===== config.mk =====
export PLATFORM = sky130hd
export DESIGN_NAME = bved_eval
export DESIGN_NICKNAME = d
export VERILOG_FILES = /design/src/sv/bved_pkg.sv /design/src/sv/bved_eval.sv
export SDC_FILE = /design/constraint.sdc
export NUM_CORES = 1
export LEC_CHECK = 0
export BUFFER_PORTS_ARGS = -buffer_cell sky130_fd_sc_hd__buf_2
export CAP_MARGIN = 20
export CORE_MARGIN = 4
export CORE_UTILIZATION = 44
export DETAILED_ROUTE_END_ITERATION = 10
export PLACE_DENSITY = 0.8
export SLEW_MARGIN = 0
export SYNTH_ARGS = -nofsm -noshare
export SYNTH_HDL_FRONTEND = slang
export SYNTH_SLANG_ARGS = --single-unit

===== constraint.sdc =====
create_clock -name clock -period 2.45 [get_ports clock]
set_input_delay 0.49 -clock clock [delete_from_list [all_inputs] [get_ports clock]]
set_output_delay 0.49 -clock clock [all_outputs]
set_load 0.02 [all_outputs]

===== src/sv/bved_pkg.sv =====
// Shared types, constants and register codes for the 6-neighbour volume erode/dilate block.
`timescale 1ns / 1ps

package bved_pkg;

   // Volume limits
   localparam int MAX_X = 256;
   localparam int MAX_Y = 256;
   localparam int MAX_Z = 4096;

   localparam int XW = $clog2(MAX_X);
   localparam int YW = $clog2(MAX_Y);
   localparam int ZW = $clog2(MAX_Z);

   // Plane store: one word per (y,x), one bit per plane parity
   localparam int DEPTH  = MAX_X * MAX_Y;
   localparam int AW     = $clog2(DEPTH);
   localparam int WORD_W = 2;

   // Read ports of the store, two on each copy
   localparam int RD_PORTS = 4;
   localparam int RD_CTR   = 0;
   localparam int RD_RGT   = 1;
   localparam int RD_DN    = 2;
   localparam int RD_UP    = 3;

   // Configuration port
   localparam int SIZE_XY_W  = 9;
   localparam int SIZE_Z_W   = 13;
   localparam int CSR_ADDR_W = 2;
   localparam int CSR_DATA_W = 13;

   localparam logic [CSR_ADDR_W-1:0] REG_DILATE_MODE = 2'd0;
   localparam logic [CSR_ADDR_W-1:0] REG_SIZE_X      = 2'd1;
   localparam logic [CSR_ADDR_W-1:0] REG_SIZE_Y      = 2'd2;
   localparam logic [CSR_ADDR_W-1:0] REG_SIZE_Z      = 2'd3;

   localparam logic [SIZE_XY_W-1:0] RESET_SIZE_X = 9'd256;
   localparam logic [SIZE_XY_W-1:0] RESET_SIZE_Y = 9'd256;
   localparam logic [SIZE_Z_W-1:0]  RESET_SIZE_Z = 13'd256;

   // Channel beats
   typedef struct packed {
      logic mask_bit;
      logic drain;
   } req_beat_type;

   typedef struct packed {
      logic result_bit;
      logic last_voxel;
   } rsp_beat_type;

   // Effective configuration (sizes as last positions)
   typedef struct packed {
      logic          dilate;
      logic [XW-1:0] x_last;
      logic [YW-1:0] y_last;
      logic [ZW-1:0] z_last;
   } cfg_type;

   // One accepted beat handed from the sequencer to the evaluation stage
   typedef struct packed {
      logic                         valid;
      logic                         emit;
      logic                         write;
      logic                         voxel;
      logic [XW-1:0]                x;
      logic [YW-1:0]                y;
      logic [ZW-1:0]                z;
      logic [AW-1:0]                wr_addr;
      logic                         wr_slot;
      logic [RD_PORTS-1:0][AW-1:0]  rd_addr;
   } issue_type;

   // Store write, common to both copies
   typedef struct packed {
      logic              en;
      logic [AW-1:0]     addr;
      logic [WORD_W-1:0] data;
   } wr_type;

endpackage


===== src/sv/bved_eval.sv =====
// Evaluation stage: read forwarding, store write-back, neighbourhood test and output register.
`timescale 1ns / 1ps

module bved_eval
   import bved_pkg::*;
(
   input  logic                              clock,
   input  logic                              reset,
   input  issue_type                         issue,
   input  cfg_type                           cfg,
   input  logic [RD_PORTS-1:0][WORD_W-1:0]   rd_data,
   output wr_type                            wr,
   output logic                              slot_free,
   output logic                              rsp_valid,
   input  logic                              rsp_ready,
   output rsp_beat_type                      rsp_data
);

   // Stage registers
   logic                  s1_valid_ff, s1_valid_in;
   logic                  s1_emit_ff;
   logic                  wpend_ff, wpend_in;
   logic                  s1_voxel_ff;
   logic [XW-1:0]         s1_x_ff;
   logic [YW-1:0]         s1_y_ff;
   logic [ZW-1:0]         s1_z_ff;
   logic [AW-1:0]         s1_waddr_ff;
   logic                  s1_wslot_ff;
   logic [RD_PORTS-1:0]   fwd_hit_ff, fwd_hit_in;
   logic [WORD_W-1:0]     fwd_word_ff;
   logic                  left_ff;
   logic                  rsp_valid_ff, rsp_valid_in;
   rsp_beat_type          rsp_data_ff;

   logic [RD_PORTS-1:0][WORD_W-1:0] eff;
   logic [WORD_W-1:0]               merged;
   logic                            s1_go;
   logic                            p, c, below, right, down, up;
   logic                            has_l, has_r, has_u, has_d, has_b, has_a;
   logic                            all_set, any_set, face;
   rsp_beat_type                    result;

   // Read data with the write committed on the issuing edge forwarded in
   always_comb begin
      for (int i = 0; i < RD_PORTS; i++) begin
         eff[i] = fwd_hit_ff[i] ? fwd_word_ff : rd_data[i];
      end
   end

   // Write-back: replace this beat's plane bit, keep the other plane
   always_comb begin
      merged              = eff[RD_CTR];
      merged[s1_wslot_ff] = s1_voxel_ff;
      wr.en   = wpend_ff;
      wr.addr = s1_waddr_ff;
      wr.data = merged;
   end

   always_comb begin
      for (int i = 0; i < RD_PORTS; i++) begin
         fwd_hit_in[i] = wr.en && (s1_waddr_ff == issue.rd_addr[i]);
      end
   end

   // Six-neighbour test
   always_comb begin
      p     = s1_z_ff[0];
      c     = eff[RD_CTR][p];
      below = eff[RD_CTR][~p];
      right = eff[RD_RGT][p];
      down  = eff[RD_DN][p];
      up    = eff[RD_UP][p];
      has_l = (s1_x_ff != '0);
      has_r = (s1_x_ff != cfg.x_last);
      has_u = (s1_y_ff != '0);
      has_d = (s1_y_ff != cfg.y_last);
      has_b = (s1_z_ff != '0);
      has_a = (s1_z_ff != cfg.z_last);
      all_set = c & (~has_l | left_ff) & (~has_r | right) & (~has_u | up) &
                (~has_d | down) & (~has_b | below) & (~has_a | s1_voxel_ff);
      any_set = c | (has_l & left_ff) | (has_r & right) | (has_u & up) |
                (has_d & down) | (has_b & below) | (has_a & s1_voxel_ff);
      face = ~(has_l & has_r & has_u & has_d & has_b & has_a);
      result.result_bit = cfg.dilate ? any_set : (~face & all_set);
      result.last_voxel = ~has_r & ~has_d & ~has_a;
   end

   // Flow: the stage empties unless its result finds the output register blocked
   assign s1_go     = s1_valid_ff & (~s1_emit_ff | ~rsp_valid_ff | rsp_ready);
   assign slot_free = ~s1_valid_ff | s1_go;

   always_comb begin
      s1_valid_in = s1_valid_ff;
      if (issue.valid) s1_valid_in = 1'b1;
      else if (s1_go) s1_valid_in = 1'b0;
      wpend_in = issue.valid & issue.write;
      rsp_valid_in = rsp_valid_ff;
      if (s1_go && s1_emit_ff) rsp_valid_in = 1'b1;
      else if (rsp_ready) rsp_valid_in = 1'b0;
   end

   // Control
   always_ff @(posedge clock) begin
      if (reset) begin
         s1_valid_ff  <= 1'b0;
         wpend_ff     <= 1'b0;
         fwd_hit_ff   <= '0;
         rsp_valid_ff <= 1'b0;
      end else begin
         s1_valid_ff  <= s1_valid_in;
         wpend_ff     <= wpend_in;
         rsp_valid_ff <= rsp_valid_in;
         if (issue.valid) begin
            fwd_hit_ff <= fwd_hit_in;
         end
      end
   end

   // Payload
   always_ff @(posedge clock) begin
      if (issue.valid) begin
         s1_emit_ff  <= issue.emit;
         s1_voxel_ff <= issue.voxel;
         s1_x_ff     <= issue.x;
         s1_y_ff     <= issue.y;
         s1_z_ff     <= issue.z;
         s1_waddr_ff <= issue.wr_addr;
         s1_wslot_ff <= issue.wr_slot;
         fwd_word_ff <= merged;
      end
      if (s1_go && s1_emit_ff) begin
         left_ff     <= c;
         rsp_data_ff <= result;
      end
   end

   assign rsp_valid = rsp_valid_ff;
   assign rsp_data  = rsp_data_ff;

endmodule


==> flow_summary.yaml <==
grt:
  grt_pass1_vias: 2822
  grt.total_usage: 0.206
  grt_pass1_wl_um: 13200
  grt-ovfl-total: 0
  grt_start_max_net_pins: 32
  antenna_found_initial: 0
critical_path:
  end_kind: "register"
  slowest_stage: "or4_1"
  path_class: "reg -> reg"
  cp_top_family: "compound AO/OA/AOI/OAI gates"
  crit_chain: "or4_1 -> o31ai_1 -> o21ai_1 -> o41ai_2 -> a21boi_1"
  start_kind: "register"
  worstPathArrival_ps: 2260
  worst-path-max-fanout: 2
  timing.rr.start: "s1_z_ff[4]$_DFFE_PP_"
  critPathBufInv: 0
  crit_start: "s1_z_ff[4]$_DFFE_PP_"
  critical_path.max_stage_delay_ps: 550
  cp_data_required_time_ps: 2510
layout:
  drive_above_1_share: 0.462
  num-nets-final: 580
  n_antenna_cell: 0
  postLayoutCoreUtil: 0.631
  design_area_sq_mm: 0.00429
  synthToLayoutAreaGrowth_pct: 38.8
status:
  status: "finished clean"
timing:
  setup_violations: 0
  finalCriticalPeriod_ps: 2200
  fin_skew_ps: 11.0
  worst_pin_slew_ps: 559
  fin_crit_sh: 0.896
  clock.fmax_mhz: 455
  drv_slew: 0
  hold_viol: 0
  fin_hold_ws_ps: 334
  fin_tns_setup_ps: 0
  maxSlewHeadroom: 0.624
  rsz0062_at_grt: "no"
routing:
  vias: 2561
  drc_errors: 0
  firstDrtPassIters: 4
  ant_nets: 0
  routed_wl_um: 8610
  drt-initial-drc-count: 80
  avgRoutedWirePerCell_um: 16.3
  post_drt_via_cell_ratio: 4.86
synthesis:
  synth_fp_nets: 394
  synth_top_area_cell: "edfxtp_1"
  synth_top_area_frac: 0.506
  yosysUniqueCellTypes: 30
  synth_commonest_cells: "xor2_1, edfxtp_1, xnor2_1"
  netlist_area_sq_mm: 0.00309
  synth_seq_cells: 59
  syn_avg_cell_area_sq_um: 12.8
  netlist_top_cells_area: "edfxtp_1, xor2_1, dfxtp_1, xnor2_1, nor4_1"
  ys.flop_type: "edfxtp_1"
  syn_inst: 241
  synth-edff-count: 52
  synth_warnings: 0
  synthArstFlopShare: 0
  ys_seq_area_frac: 0.551
  synth_most_common_cell: "xor2_1"
min_path:
  min_path_type: "in -> reg"
  hp-start: "issue[98]"
placement:
  dp_hpwl_um: 7190
  placed_cell_area_sq_mm: 0.00408
  place.port_buffers: 175
  gp_routability_congestion: 0.883
clock_network:
  cts-htree-levels: 3
  clock_sinks: 59
  cts.path.max_buffers: 2
  post_cts_buffers: 0
  cts_buffers: 9
  clock_latency_ps: 320
  path_clk_slew_ps: 80
  holdBufCountCts: 0
  cts_tree: "done"
  clockRootBuffer: "clkbuf_8"
  post_cts_resized: 0
die:
  die_x_um: 91.8
  die_y_um: 91.8
  coreArea_sq_mm: 0.00679
  initial_core_util: 0.455
  dieArea_sq_mm: 0.00842
  ios: 176
  rows: 30
pwr:
  irDropWorstVdd_v: 0.000525
  leakagePower_nw: 1.86
  power-per-cell-area_mw_per_mm2: 612
  total_power_mw: 2.63
run:
  maxCapViolations: 0
path summary, 6_finish.rpt:
check / end / slack (ps) / depth (start not counted)
worst max-delay path: rsp_data[1]$_DFFE_PP_ / 250 / 5
worst min register to register: fwd_hit_ff[3]$_SDFFE_PP0P_ / 480 / 2
worst min-delay path: s1_y_ff[5]$_DFFE_PP_ / 330 / 1
worst max register to register: rsp_data[1]$_DFFE_PP_ / 250 / 5
registers in the layout (all words and copies together), names as in the netlist:
register,cells
fwd_hit_ff,4
fwd_word_ff,2
left_ff,1
rsp_data,2
rsp_valid,1
s1_emit_ff,1
s1_valid_ff,1
s1_voxel_ff,1
s1_waddr_ff,16
s1_wslot_ff,1
s1_x_ff,8
s1_y_ff,8
s1_z_ff,12
wpend_ff,1
stage by stage:
step                      setup slack [ps]  cells
after CTS                              267    527
after detailed placement               283    512
after floorplan                        561    241
final                                  254    527
after global routing                   168    527
after global placement                 358    512
cell type report:
| cell class | count | area [sq um] |
|---|---|---|
| clock buffer | 9 | 124 |
| clock inverter | 6 | 81.3 |
| inverter | 2 | 7.51 |
| multi-input combinational | 177 | 1350 |
| timing repair buffer | 178 | 898 |
| fill | 570 | 2510 |
| sequential | 59 | 1700 |
| tap | 96 | 120 |
cell usage in the layout, fill, tap and decap left out, types with 7 or more instances in the layout:
cell type	count
nand4_1	8
nand2_1	10
xor2_1	76
xnor2_1	16
edfxtp_1	52
nor4_1	15
clkbuf_8	9
buf_2	175
nor3_1	9
dfxtp_1	7
routing by layer:
metal	share of wire	vias up	global-route usage
met5	0	-	0
met4	0.012	0	0.0718
met3	0.081	8	0.0509
met2	0.50	90	0.354
met1	0.40	1205	0.251
li1	-	1258	-
power by group:
part / leakage [nW] / switching, mW / total, mW / internal [mW]
Combinational: 1.19 / 0.208 / 0.430 / 0.222
Sequential: 0.563 / 0.0779 / 1.25 / 1.18
Clock: 0.104 / 0.380 / 0.941 / 0.560
cells by family (layout without fill, tap and decap cells):
| kind of cell | Yosys count | in the layout | share of synthesized area |
|---|---|---|---|
| buf+inv | 5 | 195 | 0.0105 |
| flops | 59 | 59 | 0.551 |
| simple gates | 60 | 60 | 0.107 |
| mux | 9 | 9 | 0.0352 |
| xor+xnor | 92 | 92 | 0.261 |
| compound gates | 16 | 16 | 0.0357 |
No activity file was read; power rests on OpenSTA's default activity.
