### src/sv/bved_pkg.sv
// Shared types, constants and register codes for the 6-neighbour volume erode/dilate block.
`timescale 1ns / 1ps

package bved_pkg;

   // Volume limits
   localparam int MAX_X = 256;
   localparam int MAX_Y = 256;
   localparam int MAX_Z = 4096;

   localparam int XW = $clog2(MAX_X);
   localparam int YW = $clog2(MAX_Y);
   localparam int ZW = $clog2(MAX_Z);

   // Plane store: one word per (y,x), one bit per plane parity
   localparam int DEPTH  = MAX_X * MAX_Y;
   localparam int AW     = $clog2(DEPTH);
   localparam int WORD_W = 2;

   // Read ports of the store, two on each copy
   localparam int RD_PORTS = 4;
   localparam int RD_CTR   = 0;
   localparam int RD_RGT   = 1;
   localparam int RD_DN    = 2;
   localparam int RD_UP    = 3;

   // Configuration port
   localparam int SIZE_XY_W  = 9;
   localparam int SIZE_Z_W   = 13;
   localparam int CSR_ADDR_W = 2;
   localparam int CSR_DATA_W = 13;

   localparam logic [CSR_ADDR_W-1:0] REG_DILATE_MODE = 2'd0;
   localparam logic [CSR_ADDR_W-1:0] REG_SIZE_X      = 2'd1;
   localparam logic [CSR_ADDR_W-1:0] REG_SIZE_Y      = 2'd2;
   localparam logic [CSR_ADDR_W-1:0] REG_SIZE_Z      = 2'd3;

   localparam logic [SIZE_XY_W-1:0] RESET_SIZE_X = 9'd256;
   localparam logic [SIZE_XY_W-1:0] RESET_SIZE_Y = 9'd256;
   localparam logic [SIZE_Z_W-1:0]  RESET_SIZE_Z = 13'd256;

   // Channel beats
   typedef struct packed {
      logic mask_bit;
      logic drain;
   } req_beat_type;

   typedef struct packed {
      logic result_bit;
      logic last_voxel;
   } rsp_beat_type;

   // Effective configuration (sizes as last positions)
   typedef struct packed {
      logic          dilate;
      logic [XW-1:0] x_last;
      logic [YW-1:0] y_last;
      logic [ZW-1:0] z_last;
   } cfg_type;

   // One accepted beat handed from the sequencer to the evaluation stage
   typedef struct packed {
      logic                         valid;
      logic                         emit;
      logic                         write;
      logic                         voxel;
      logic [XW-1:0]                x;
      logic [YW-1:0]                y;
      logic [ZW-1:0]                z;
      logic [AW-1:0]                wr_addr;
      logic                         wr_slot;
      logic [RD_PORTS-1:0][AW-1:0]  rd_addr;
   } issue_type;

   // Store write, common to both copies
   typedef struct packed {
      logic              en;
      logic [AW-1:0]     addr;
      logic [WORD_W-1:0] data;
   } wr_type;

endpackage

### src/sv/bved_seq.sv
// Sequencer: configuration registers, input/output position counters and store read issue.
`timescale 1ns / 1ps

module bved_seq
   import bved_pkg::*;
(
   input  logic                  clock,
   input  logic                  reset,
   input  logic                  csr_we,
   input  logic [CSR_ADDR_W-1:0] csr_addr,
   input  logic [CSR_DATA_W-1:0] csr_wdata,
   input  logic                  req_valid,
   input  req_beat_type          req_data,
   input  logic                  slot_free,
   output issue_type             issue,
   output cfg_type               cfg
);

   function automatic logic [XW-1:0] last_x(input logic [SIZE_XY_W-1:0] s);
      logic [XW-1:0] r;
      if (s == '0) r = '0;
      else if (32'(s) > MAX_X) r = XW'(MAX_X - 1);
      else r = XW'(s - 1'b1);
      return r;
   endfunction

   function automatic logic [YW-1:0] last_y(input logic [SIZE_XY_W-1:0] s);
      logic [YW-1:0] r;
      if (s == '0) r = '0;
      else if (32'(s) > MAX_Y) r = YW'(MAX_Y - 1);
      else r = YW'(s - 1'b1);
      return r;
   endfunction

   function automatic logic [ZW-1:0] last_z(input logic [SIZE_Z_W-1:0] s);
      logic [ZW-1:0] r;
      if (s == '0) r = '0;
      else if (32'(s) > MAX_Z) r = ZW'(MAX_Z - 1);
      else r = ZW'(s - 1'b1);
      return r;
   endfunction

   function automatic logic [AW-1:0] pos_addr(input logic [YW-1:0] y, input logic [XW-1:0] x);
      return AW'(y) * AW'(MAX_X) + AW'(x);
   endfunction

   logic                 dilate_ff, dilate_in;
   logic [SIZE_XY_W-1:0] size_x_ff, size_x_in;
   logic [SIZE_XY_W-1:0] size_y_ff, size_y_in;
   logic [SIZE_Z_W-1:0]  size_z_ff, size_z_in;
   logic [XW-1:0]        in_x_ff, in_x_in, out_x_ff, out_x_in;
   logic [YW-1:0]        in_y_ff, in_y_in, out_y_ff, out_y_in;
   logic [ZW-1:0]        in_z_ff, in_z_in, out_z_ff, out_z_in;
   logic                 in_done_ff, in_done_in;

   logic          fire, voxel_go, emit_go, out_last, restart;
   logic [AW-1:0] in_addr;

   // Effective sizes
   always_comb begin
      cfg.dilate = dilate_ff;
      cfg.x_last = last_x(size_x_ff);
      cfg.y_last = last_y(size_y_ff);
      cfg.z_last = last_z(size_z_ff);
   end

   // Beat classification
   assign fire     = req_valid & slot_free;
   assign voxel_go = fire & ~req_data.drain & ~in_done_ff;
   assign emit_go  = fire & (req_data.drain ? in_done_ff : (~in_done_ff & (in_z_ff != '0)));
   assign out_last = (out_x_ff == cfg.x_last) && (out_y_ff == cfg.y_last) &&
                     (out_z_ff == cfg.z_last);
   assign in_addr  = pos_addr(in_y_ff, in_x_ff);

   // Store reads for this beat: centre word (also the write target), right, down, up
   always_comb begin
      issue.valid   = voxel_go | emit_go;
      issue.emit    = emit_go;
      issue.write   = voxel_go;
      issue.voxel   = req_data.mask_bit & ~req_data.drain;
      issue.x       = out_x_ff;
      issue.y       = out_y_ff;
      issue.z       = out_z_ff;
      issue.wr_addr = in_addr;
      issue.wr_slot = in_z_ff[0];
      issue.rd_addr[RD_CTR] = in_done_ff ? pos_addr(out_y_ff, out_x_ff) : in_addr;
      issue.rd_addr[RD_RGT] = pos_addr(out_y_ff, out_x_ff + 1'b1);
      issue.rd_addr[RD_DN]  = pos_addr(out_y_ff + 1'b1, out_x_ff);
      issue.rd_addr[RD_UP]  = pos_addr(out_y_ff - 1'b1, out_x_ff);
   end

   // Register writes and position counters
   always_comb begin
      dilate_in  = dilate_ff;
      size_x_in  = size_x_ff;
      size_y_in  = size_y_ff;
      size_z_in  = size_z_ff;
      in_x_in    = in_x_ff;
      in_y_in    = in_y_ff;
      in_z_in    = in_z_ff;
      out_x_in   = out_x_ff;
      out_y_in   = out_y_ff;
      out_z_in   = out_z_ff;
      in_done_in = in_done_ff;
      restart    = 1'b0;

      if (csr_we) begin
         case (csr_addr)
            REG_DILATE_MODE: begin
               dilate_in = csr_wdata[0];
            end
            REG_SIZE_X: begin
               size_x_in = csr_wdata[SIZE_XY_W-1:0];
               restart   = 1'b1;
            end
            REG_SIZE_Y: begin
               size_y_in = csr_wdata[SIZE_XY_W-1:0];
               restart   = 1'b1;
            end
            REG_SIZE_Z: begin
               size_z_in = csr_wdata[SIZE_Z_W-1:0];
               restart   = 1'b1;
            end
            default: begin
            end
         endcase
      end else begin
         // input raster position
         if (voxel_go) begin
            if (in_x_ff == cfg.x_last) begin
               in_x_in = '0;
               if (in_y_ff == cfg.y_last) begin
                  in_y_in = '0;
                  if (in_z_ff == cfg.z_last) begin
                     in_z_in    = '0;
                     in_done_in = 1'b1;
                  end else begin
                     in_z_in = in_z_ff + 1'b1;
                  end
               end else begin
                  in_y_in = in_y_ff + 1'b1;
               end
            end else begin
               in_x_in = in_x_ff + 1'b1;
            end
         end
         // output raster position; the final voxel starts a new volume
         if (emit_go) begin
            if (out_last) begin
               restart = 1'b1;
            end else if (out_x_ff == cfg.x_last) begin
               out_x_in = '0;
               if (out_y_ff == cfg.y_last) begin
                  out_y_in = '0;
                  out_z_in = out_z_ff + 1'b1;
               end else begin
                  out_y_in = out_y_ff + 1'b1;
               end
            end else begin
               out_x_in = out_x_ff + 1'b1;
            end
         end
      end

      if (restart) begin
         in_x_in    = '0;
         in_y_in    = '0;
         in_z_in    = '0;
         out_x_in   = '0;
         out_y_in   = '0;
         out_z_in   = '0;
         in_done_in = 1'b0;
      end
   end

   always_ff @(posedge clock) begin
      if (reset) begin
         dilate_ff  <= 1'b0;
         size_x_ff  <= RESET_SIZE_X;
         size_y_ff  <= RESET_SIZE_Y;
         size_z_ff  <= RESET_SIZE_Z;
         in_x_ff    <= '0;
         in_y_ff    <= '0;
         in_z_ff    <= '0;
         out_x_ff   <= '0;
         out_y_ff   <= '0;
         out_z_ff   <= '0;
         in_done_ff <= 1'b0;
      end else begin
         dilate_ff  <= dilate_in;
         size_x_ff  <= size_x_in;
         size_y_ff  <= size_y_in;
         size_z_ff  <= size_z_in;
         in_x_ff    <= in_x_in;
         in_y_ff    <= in_y_in;
         in_z_ff    <= in_z_in;
         out_x_ff   <= out_x_in;
         out_y_ff   <= out_y_in;
         out_z_ff   <= out_z_in;
         in_done_ff <= in_done_in;
      end
   end

endmodule

### config.mk
export PLATFORM = sky130hd
export DESIGN_NAME = bved_seq
export DESIGN_NICKNAME = d
export VERILOG_FILES = /design/src/sv/bved_pkg.sv /design/src/sv/bved_seq.sv
export SDC_FILE = /design/constraint.sdc
export NUM_CORES = 1
export LEC_CHECK = 0
export ABC_AREA = 0
export BUFFER_PORTS_ARGS = -buffer_cell sky130_fd_sc_hd__buf_4
export CAP_MARGIN = 5
export CORE_MARGIN = 4
export CORE_UTILIZATION = 25
export DETAILED_ROUTE_END_ITERATION = 12
export SYNTH_ARGS = -nofsm -noshare
export SYNTH_HDL_FRONTEND = slang
export SYNTH_SLANG_ARGS = --single-unit
### constraint.sdc
create_clock -name clock -period 8.08 [get_ports clock]
set_input_delay 0.404 -clock clock [delete_from_list [all_inputs] [get_ports clock]]
set_output_delay 0.404 -clock clock [all_outputs]
set_load 0.03 [all_outputs]
==> results of run 1 <==
logic make-up (layout without fill, tap and decap cells):
kind of cell             count (synthesis)  after routing
AO/OA/AOI/OAI                          218            218
XOR/XNOR                                80             80
adder cells (fa/ha/maj)                 17             17
buffers and inverters                  130            216
flip-flops                              89             89
multiplexers                            27             27
AND/OR/NAND/NOR                        395            395
cells in the final DEF (no fill, tap or decap), types with 14 or more instances in the layout:
cell type,n
a21oi_1,70
and3_1,18
buf_4,168
dfxtp_1,89
ha_1,14
inv_1,33
mux2_2,16
nand2_1,96
nand3_1,34
nand3b_1,15
nand4_1,17
nor2_1,83
nor3_1,34
o21ai_0,31
or3_1,20
xnor2_1,35
xor2_1,45
layout make-up:
class | instances | area [um^2]
fillers | 3175 | 19900
multi-input cells | 737 | 4810
flip-flops and latches | 89 | 1780
repair buffers | 168 | 1260
well taps | 384 | 480
clock buffers | 10 | 239
inverters | 33 | 124
clock inverters | 5 | 78.8
worst paths after layout:
| path | startpoint | endpoint | slack [ps] | cells past startpoint |
|---|---|---|---|---|
| worst min-delay path | csr_wdata[8] | size_z_ff[8] | 300 | 3 |
| worst max register to register | size_z_ff[0] | in_z_ff[3] | 3270 | 11 |
| worst max-delay path | size_z_ff[0] | in_z_ff[3] | 3270 | 11 |
| worst min register to register | dilate_ff | dilate_ff | 500 | 2 |
registers in the layout, indices dropped and copies added, names as in the netlist, 8 cells and up:
register	cells
size_z_ff	13
out_y_ff	8
out_z_ff	12
out_x_ff	8
size_y_ff	9
in_z_ff	12
in_y_ff	8
in_x_ff	8
size_x_ff	9
power by group:
part | switching, mW | internal [mW]
clock network | 0.172 | 0.278
registers | 0.0125 | 0.444
logic | 0.167 | 0.0933
worst register-to-register path, delay by kind of cell, from the launching register on:
| family | cells | cell delay (ps) |
|---|---|---|
| buffers and inverters | 1 | 150 |
| adders and majority gates | 2 | 860 |
| xor gates and xnor gates | 1 | 170 |
| and+or+nand+nor | 4 | 1520 |
| DFF | 1 | 360 |
| AOI/OAI and AO/OA | 3 | 1640 |
routing by layer:
layer  vias up  track usage [%]  part of all wire [%]  routed length, um
met5         -                0                     0                  0
met3        24             2.88                   7.0               1780
li1       3578                -                     -                  -
met2       287             25.0                    47              11800
met4         0             3.42                   1.4                350
met1      3552             21.1                    45              11400
==> flow_metrics.py, run 1 <==
metrics = {
    "floorplanning": {
        "die-area_mm2": 0.0319,
        "io_pins": 164,
        "die_w_um": 179,
        "std_cell_rows": 62,
        "start_util_pct": 25.4,
        "core_area_mm2": 0.0287,
        "die_y_um": 179,
    },
    "cells_and_area": {
        "nNetsFinal": 1074,
        "n_antenna_cell": 0,
        "fin_area_mm2": 0.00878,
        "drive_gt1_share_pct": 22.5,
        "area_growth_pct": 20.6,
        "fin_cells": 1426,
        "fin_util_pct": 30.6,
    },
    "routing": {
        "drt_iter0_drc": 633,
        "ant_nets": 0,
        "avgRoutedWirePerCell_um": 17.8,
        "dr_total_vias": 7441,
        "routed_wl_mm": 25.3,
        "drt_first_pass_iters": 6,
        "drc": 0,
        "viasPerCell": 5.22,
    },
    "sta": {
        "report.final.slew_viol_count": 0,
        "finalSetupViolCount": 0,
        "hold_viol": 0,
        "worstMarginPinSlew_ps": 1030,
        "fin_worst_hold_slack_ps": 300,
        "period_needed_ps": 4810,
        "max_slew_margin_pct": 31.1,
        "final.setup.tns_ps": 0,
        "fmax_mhz": 208,
        "rsz0062_at_grt": "no",
        "fin_skew_ps": 9.53,
        "worst_slack_ps": 3270,
        "post-route-period-util_pct": 59.6,
    },
    "setup_path": {
        "criticalPathCategory": "reg2reg",
        "crit_path_start_kind": "flip-flop",
        "cpMaxStageDelayCell": "a41o_1",
        "cp_top_family": "compound AO/OA/AOI/OAI gates",
        "crit_path_end_kind": "flip-flop",
        "path_buf_inv": 1,
        "required_ps": 8310,
        "worstPathCellList": "inv_1 > ha_1 > nor3b_2 > nand4b_1 > maj3_1 > xor2_1 > a2111oi_0 > and4_1 > a41o_1 > a21o_1 > nor2_1",
        "max_stage_delay_ps": 890,
        "crit_arrival_ps": 5040,
        "worstPathMaxFanout": 26,
    },
    "synth": {
        "synth_mux_area_share_pct": 3.99,
        "synth_edf_count": 0,
        "synth-xor-area-share_pct": 9.63,
        "ys_async_sr_fraction_pct": 0,
        "synth_compound_area_share_pct": 20.5,
        "netlist-cell-type-count": 85,
        "synth_area_leaders": "dfxtp_1 24%, xor2_1 5.4%, nand2_1 5.0%, a21oi_1 4.8%, nor2_1 4.3%",
        "syn_area_per_cell_um2": 7.61,
        "yosysMostFrequentCell": "nand2_1",
        "ys.warnings.count": 0,
        "synth_ff_type": "dfxtp_1",
        "synth_top_family_by_area": "simple AND/OR/NAND/NOR gates",
        "synth_nets": 992,
        "syn_area_mm2": 0.00728,
        "syn_inst": 956,
        "synthAdderAreaFrac_pct": 2.82,
        "yosys.area.top_type": "dfxtp_1",
        "synth_commonest_cells": "96 x nand2_1, 89 x dfxtp_1, 83 x nor2_1",
        "synth_top_area_share_pct": 24.5,
        "ys_ff_latch": 89,
        "synth_simple_gate_area_share_pct": 29.2,
        "ys_seq_area_share_pct": 24.5,
    },
    "clocking": {
        "cts_buffers": 9,
        "htreeDepth": 3,
        "clk_latency_ps": 350,
        "cts_hold_buf": 0,
        "cts_tree": "built",
        "cts_resized": 0,
        "cts.clk_slew.worst_paths_ps": 60,
        "clock_sinks": 89,
        "clockBufferDepth": 2,
        "cts-root-buf": "clkbuf_16",
        "post-cts-setup-buffer-count": 0,
    },
    "placed_design": {
        "routabilityCongestion": 0.964,
        "portBuffers": 163,
        "dp.cells": 1411,
        "dpl.hpwl_mm": 19.6,
        "placed_cell_area_mm2": 0.00846,
        "dpl_worst_slack_ps": 3320,
    },
    "hold_path": {
        "hold_class": "in2reg",
    },
    "grt": {
        "overflow": 0,
        "antenna_found_initial": 0,
        "track_usage_pct": 15.4,
        "grt_pass1_vias": 6764,
        "grt_first_pass_wirelength_mm": 39.1,
        "grt_max_degree": 34,
    },
    "pwr": {
        "p_leak_nw": 3.44,
        "finalPower_mw": 1.17,
        "peakVddDrop_mv": 0.0942,
        "power_density_mw_per_mm2": 133,
    },
    "flow_run": {
        "max_cap_viol_count": 0,
    },
    "run_status": {
        "outcome": "finished, final reports clean",
    },
}
No activity file was read; power rests on OpenSTA's default activity.
==> inputs of run 2 (changes only) <==
==> constraint.sdc (replaced) <==
create_clock -name clock -period 4.4 [get_ports clock]
set_input_delay 0.22 -clock clock [delete_from_list [all_inputs] [get_ports clock]]
set_output_delay 0.22 -clock clock [all_outputs]
set_load 0.03 [all_outputs]
==> flow_metrics.py, run 2 (synthesis results as in run 1) <==
metrics = {
    "run_status": {
        "outcome": "finished, final reports clean",
    },
    "grt": {
        "grt_pass1_vias": 7075,
        "track_usage_pct": 15.7,
        "grtUsageMet3_pct": 3.65,
        "grtUsageMet1_pct": 21.2,
        "antenna_found_initial": 0,
        "met2_usage_pct": 25.2,
        "top_usage_layer": "met2",
        "overflow": 0,
        "grt_first_pass_wirelength_mm": 40.0,
        "grt_max_degree": 34,
    },
    "setup_path": {
        "crit_path_start_kind": "flip-flop",
        "criticalPathCategory": "reg2reg",
        "crit_arrival_ps": 4140,
        "rr_endpoint": "out_z_ff[1]",
        "path_buf_inv": 2,
        "crit_path_end_kind": "flip-flop",
        "r2r-start": "size_z_ff[0]",
        "max_stage_delay_ps": 640,
        "required_ps": 4640,
        "worstPathMaxFanout": 20,
        "cpMaxStageDelayCell": "or4b_2",
        "worstPathCellList": "inv_1 > ha_1 > nor3b_1 > or4b_2 > a21oi_1 > nor2_1 > a2111oi_0 > nand4_1 > o211ai_2 > buf_4 > mux2i_1 > nor2_2",
        "cp_top_family": "simple AND/OR/NAND/NOR gates",
        "rrSetupSlack_ps": 500,
        "worstRegToRegCells": 12,
        "cp_num_cells": 12,
    },
    "placed_design": {
        "routabilityCongestion": 0.914,
        "dpl_worst_slack_ps": 535,
        "portBuffers": 163,
        "dpl.hpwl_mm": 19.6,
        "dp.cells": 1419,
    },
    "routing": {
        "drt_iter0_drc": 769,
        "dr_total_vias": 7480,
        "avgRoutedWirePerCell_um": 17.9,
        "drt_first_pass_iters": 5,
        "drc": 0,
        "viasPerCell": 5.21,
        "routed_wl_mm": 25.7,
        "ant_nets": 0,
    },
    "sta": {
        "rsz0062_at_grt": "no",
        "hold_viol": 0,
        "report.final.slew_viol_count": 0,
        "fin_skew_ps": 14.9,
        "worst_slack_ps": 497,
        "final.setup.tns_ps": 0,
        "max_slew_margin_pct": 38.2,
        "fmax_mhz": 256,
        "worstMarginPinSlew_ps": 925,
        "fin_worst_hold_slack_ps": 128,
        "post-route-period-util_pct": 88.7,
        "finalSetupViolCount": 0,
        "period_needed_ps": 3900,
    },
    "cells_and_area": {
        "regMostFlops": "size_z_ff",
        "drive_gt1_share_pct": 23.1,
        "area_growth_pct": 21.0,
        "fin_cells": 1435,
        "fin_util_pct": 30.7,
        "final_cell_mix": "176 x buf_4, 96 x nand2_1, 89 x dfxtp_1",
        "nNetsFinal": 1082,
        "largest_registers": "size_z_ff: 13 flops, in_z_ff: 12 flops, out_z_ff: 12 flops",
        "n_antenna_cell": 0,
        "largest_reg_flops": 13,
        "mostFrequentLayoutCell": "buf_4",
    },
    "clocking": {
        "cts_tree": "built",
        "cts.clk_slew.worst_paths_ps": 70,
        "clockBufferDepth": 2,
        "cts-root-buf": "clkbuf_16",
        "cts_resized": 0,
        "cts_buffers": 9,
        "clock_sinks": 89,
        "post-cts-setup-buffer-count": 0,
        "htreeDepth": 3,
        "clk_latency_ps": 350,
        "cts_hold_buf": 0,
    },
    "floorplanning": {
        "die_y_um": 179,
        "io_pins": 164,
        "start_util_pct": 25.4,
        "std_cell_rows": 62,
        "die_w_um": 179,
        "die-area_mm2": 0.0319,
        "core_area_mm2": 0.0287,
    },
    "flow_run": {
        "max_cap_viol_count": 0,
    },
    "pwr": {
        "peakVddDrop_mv": 0.157,
        "power_frac_clock_pct": 36.7,
        "p_leak_nw": 3.46,
        "swShare_pct": 33.1,
        "power.sequential.fraction_pct": 40.3,
        "power_density_mw_per_mm2": 237,
        "p_sw_mw": 0.689,
        "internal_power_mw": 1.39,
        "combPwrFrac_pct": 23.0,
    },
    "hold_path": {
        "hold_class": "in2reg",
        "hp-start": "csr_wdata[11]",
        "min_path_cells": 3,
        "hold_end": "size_z_ff[11]",
    },
}
## run 2: cell types whose count changed in the layout (fill, tap and decap cells not counted)
cell / delta
bufinv_16: -2
clkinv_2: -1
inv_6: +3
clkinvlp_4: +1
buf_4: +8
## run 2: layout make-up
| class | count | area (um^2) |
|---|---|---|
| clock inverter | 6 | 47.5 |
| multi-input combinational | 737 | 4810 |
| fill | 3112 | 19900 |
| inverter | 33 | 124 |
| clock buffer | 10 | 239 |
| timing repair buffer | 176 | 1320 |
| sequential | 89 | 1780 |
| tap | 384 | 480 |
## run 2: worst max-delay path by stage
stage / from / to / slack, ps
finish: size_z_ff[0] / out_z_ff[1] / 500
global route: size_z_ff[0] / out_z_ff[10] / 230
CTS: size_z_ff[0] / out_z_ff[1] / 520
detailed placement: size_z_ff[0] / out_z_ff[1] / 530
global placement: size_x_ff[0] / in_z_ff[7] / 660
floorplan: size_x_ff[0] / in_z_ff[0] / 610
## run 2: layer usage
layer,vias to the layer above,routed length [um]
li1,3602,-
met1,3549,11600
met2,295,11700
met3,34,1880
met4,0,518
met5,-,0
## run 2: power by group through the flow
| stage | Sequential, mW | Combinational, mW | Clock (mW) |
|---|---|---|---|
| floorplan | 0.842 | 0.336 | 0 |
| global placement | 0.858 | 0.471 | 0 |
| detailed placement | 0.859 | 0.472 | 0 |
| CTS | 0.840 | 0.474 | 0.783 |
| global route | 0.843 | 0.516 | 0.815 |
| finish | 0.841 | 0.479 | 0.765 |
## run 2: stage by stage
stage,cell area [um^2],power (mW)
finish,8810,2.08
global route,8810,2.17
CTS,8810,2.10
detailed placement,8520,1.33
global placement,8520,1.33
floorplan,7280,1.18
## run 2: worst register-to-register path: cells and delay by family (launching register included)
| kind | cells | cell delay [ps] |
|---|---|---|
| AOI/OAI and AO/OA | 3 | 910 |
| adders and majority gates | 1 | 500 |
| buffers and inverters | 2 | 410 |
| DFF | 1 | 360 |
| muxes | 1 | 240 |
| and+or+nand+nor | 5 | 1380 |
==> inputs of run 3 (changes only) <==
--- a/config.mk
+++ b/config.mk
@@ -6,7 +6,7 @@
 export NUM_CORES = 1
 export LEC_CHECK = 0
 export ABC_AREA = 0
-export BUFFER_PORTS_ARGS = -buffer_cell sky130_fd_sc_hd__buf_4
+export BUFFER_PORTS_ARGS = -buffer_cell sky130_fd_sc_hd__buf_2
 export CAP_MARGIN = 5
 export CORE_MARGIN = 4
 export CORE_UTILIZATION = 25
==> constraint.sdc (replaced) <==
create_clock -name clock -period 3.25 [get_ports clock]
set_input_delay 0.1625 -clock clock [delete_from_list [all_inputs] [get_ports clock]]
set_output_delay 0.1625 -clock clock [all_outputs]
set_load 0.03 [all_outputs]
==> flow_metrics.py, run 3 (synthesis results as in run 1) <==
metrics = {
    "run_status": {
        "outcome": "finished, final reports clean",
    },
    "setup_path": {
        "required_ps": 3540,
        "worstRegToRegCells": 12,
        "rr_endpoint": "in_z_ff[7]",
        "worstPathCellList": "inv_6 > ha_4 > or3b_4 > a311oi_4 > a21oi_4 > xor2_1 > or4_4 > nor4_4 > nand2_2 > buf_6 > or4_4 > a21oi_2",
        "path_common_cell": "or4_4",
        "crit_arrival_ps": 3530,
        "crit_path_end_kind": "flip-flop",
        "rrSetupSlack_ps": 10,
        "cpMaxStageDelayCell": "or4_4",
        "criticalPathCategory": "reg2reg",
        "path_buf_inv": 2,
        "worstPathMaxFanout": 7,
        "max_stage_delay_ps": 570,
        "r2r-start": "size_x_ff[0]",
        "crit_path_start_kind": "flip-flop",
        "cp_top_family": "simple AND/OR/NAND/NOR gates",
    },
    "sta": {
        "period_needed_ps": 3240,
        "max_slew_margin_pct": 48.6,
        "fmax_mhz": 309,
        "finalSetupViolCount": 0,
        "rsz0062_at_grt": "yes",
        "fin_skew_ps": 14.2,
        "post-route-period-util_pct": 99.6,
        "hold_viol": 0,
        "fin_worst_hold_slack_ps": 58.2,
        "report.final.slew_viol_count": 0,
        "worstMarginPinSlew_ps": 769,
    },
    "hold_path": {
        "hold_end": "size_z_ff[12]",
        "hold_class": "in2reg",
        "min_path_cells": 3,
        "hp-start": "csr_wdata[12]",
    },
    "cells_and_area": {
        "largest_registers": "size_z_ff: 13 flops, in_z_ff: 12 flops, out_z_ff: 12 flops",
        "area_growth_pct": 32.6,
        "largest_reg_flops": 13,
        "fin_util_pct": 33.6,
        "nNetsFinal": 1191,
        "drive_gt1_share_pct": 35.4,
        "nFillCells": 3085,
        "final_cell_mix": "164 x buf_2, 112 x buf_4, 95 x nand2_1",
        "n_antenna_cell": 0,
        "regMostFlops": "size_z_ff",
        "mostFrequentLayoutCell": "buf_2",
    },
    "routing": {
        "ant_nets": 0,
        "viasPerCell": 5.12,
        "avgRoutedWirePerCell_um": 17.2,
        "drt_iter0_drc": 555,
        "routed_wl_mm": 26.6,
        "dr_total_vias": 7900,
        "drt_first_pass_iters": 5,
        "drc": 0,
    },
    "floorplanning": {
        "die-area_mm2": 0.0319,
        "die_y_um": 179,
        "io_pins": 164,
        "start_util_pct": 25.4,
        "core_area_mm2": 0.0287,
        "die_w_um": 179,
        "std_cell_rows": 62,
    },
    "clocking": {
        "cts_hold_buf": 0,
        "cts_tree": "built",
        "htreeDepth": 3,
        "cts.clk_slew.worst_paths_ps": 70,
        "clock_sinks": 89,
        "clockBufferDepth": 2,
        "cts-root-buf": "clkbuf_16",
        "cts_buffers": 9,
        "clk_latency_ps": 360,
    },
    "grt": {
        "antenna_found_initial": 0,
        "track_usage_pct": 16.1,
        "grt_max_degree": 34,
        "grt_pass1_vias": 7364,
        "overflow": 0,
        "grt_first_pass_wirelength_mm": 40.9,
    },
    "placed_design": {
        "routabilityCongestion": 0.925,
        "portBuffers": 163,
        "dpl.hpwl_mm": 20.6,
    },
    "pwr": {
        "p_leak_nw": 4.03,
        "power_density_mw_per_mm2": 314,
        "peakVddDrop_mv": 0.225,
    },
    "flow_run": {
        "max_cap_viol_count": 0,
    },
}
-- run 3: stage by stage --
| step | setup WS, ps | power [mW] | instance area (um^2) | std cells | setup TNS, ps |
|---|---|---|---|---|---|
| floorplan | 5.94 | 1.64 | 7500 | 956 | 0 |
| global placement | 6.09 | 1.90 | 9030 | 1514 | 0 |
| detailed placement | -47.1 | 1.90 | 9030 | 1514 | -83.4 |
| CTS | 0.440 | 3.02 | 9360 | 1531 | 0 |
| global route | -58.8 | 3.16 | 9660 | 1544 | -193 |
| finish | 12.0 | 3.03 | 9660 | 1544 | 0 |
-- run 3: routing by layer --
layer / up-vias / GRT usage (%) / share of wire [%]
met5: - / 0 / 0
met4: 0 / 4.57 / 1.8
met3: 33 / 3.22 / 5.5
met2: 253 / 26.7 / 48
met1: 3798 / 21.1 / 45
li1: 3816 / - / -
-- run 3: where the power goes --
| group | internal (mW) | switching [mW] | total [mW] | leakage [nW] |
|---|---|---|---|---|
| clock | 0.607 | 0.500 | 1.11 | 0.141 |
| combinational | 0.322 | 0.484 | 0.806 | 3.17 |
| sequential | 1.10 | 0.0157 | 1.12 | 0.720 |
-- run 3: cell type report --
cell class,instances,area [um^2],area share [%]
clock inverters,6,73.8,0.765
multi-input cells,737,5160,53.5
inverters,33,131,1.36
well taps,384,480,4.98
flip-flops and latches,89,1790,18.5
clock buffers,10,229,2.37
repair buffers,285,1790,18.6
-- run 3: how the worst max path moves through the flow --
stage,startpoint,endpoint,cells after the start
after detailed placement,size_x_ff[0],in_z_ff[4],13
after global placement,size_x_ff[0],in_z_ff[4],13
after CTS,size_x_ff[1],out_z_ff[6],13
after global routing,size_x_ff[1],in_z_ff[7],12
after floorplan,size_z_ff[0],out_z_ff[1],13
final,size_x_ff[0],in_z_ff[7],12
-- run 3: repair_timing --
action,4_1_cts,5_1_grt
gates resized for setup,3,49
gates cloned,0,1
pin swaps,1,24
buffers inserted,1,12
setup endpoints to repair,5,45
-- run 3: worst reg2reg max path: cells and delay by family, from the launching register on --
kind,cells,cell delay (ps)
simple gates,5,1860
compound gates,3,470
flops,1,340
buf+inv,2,210
xor+xnor,1,170
fa+ha+maj,1,130
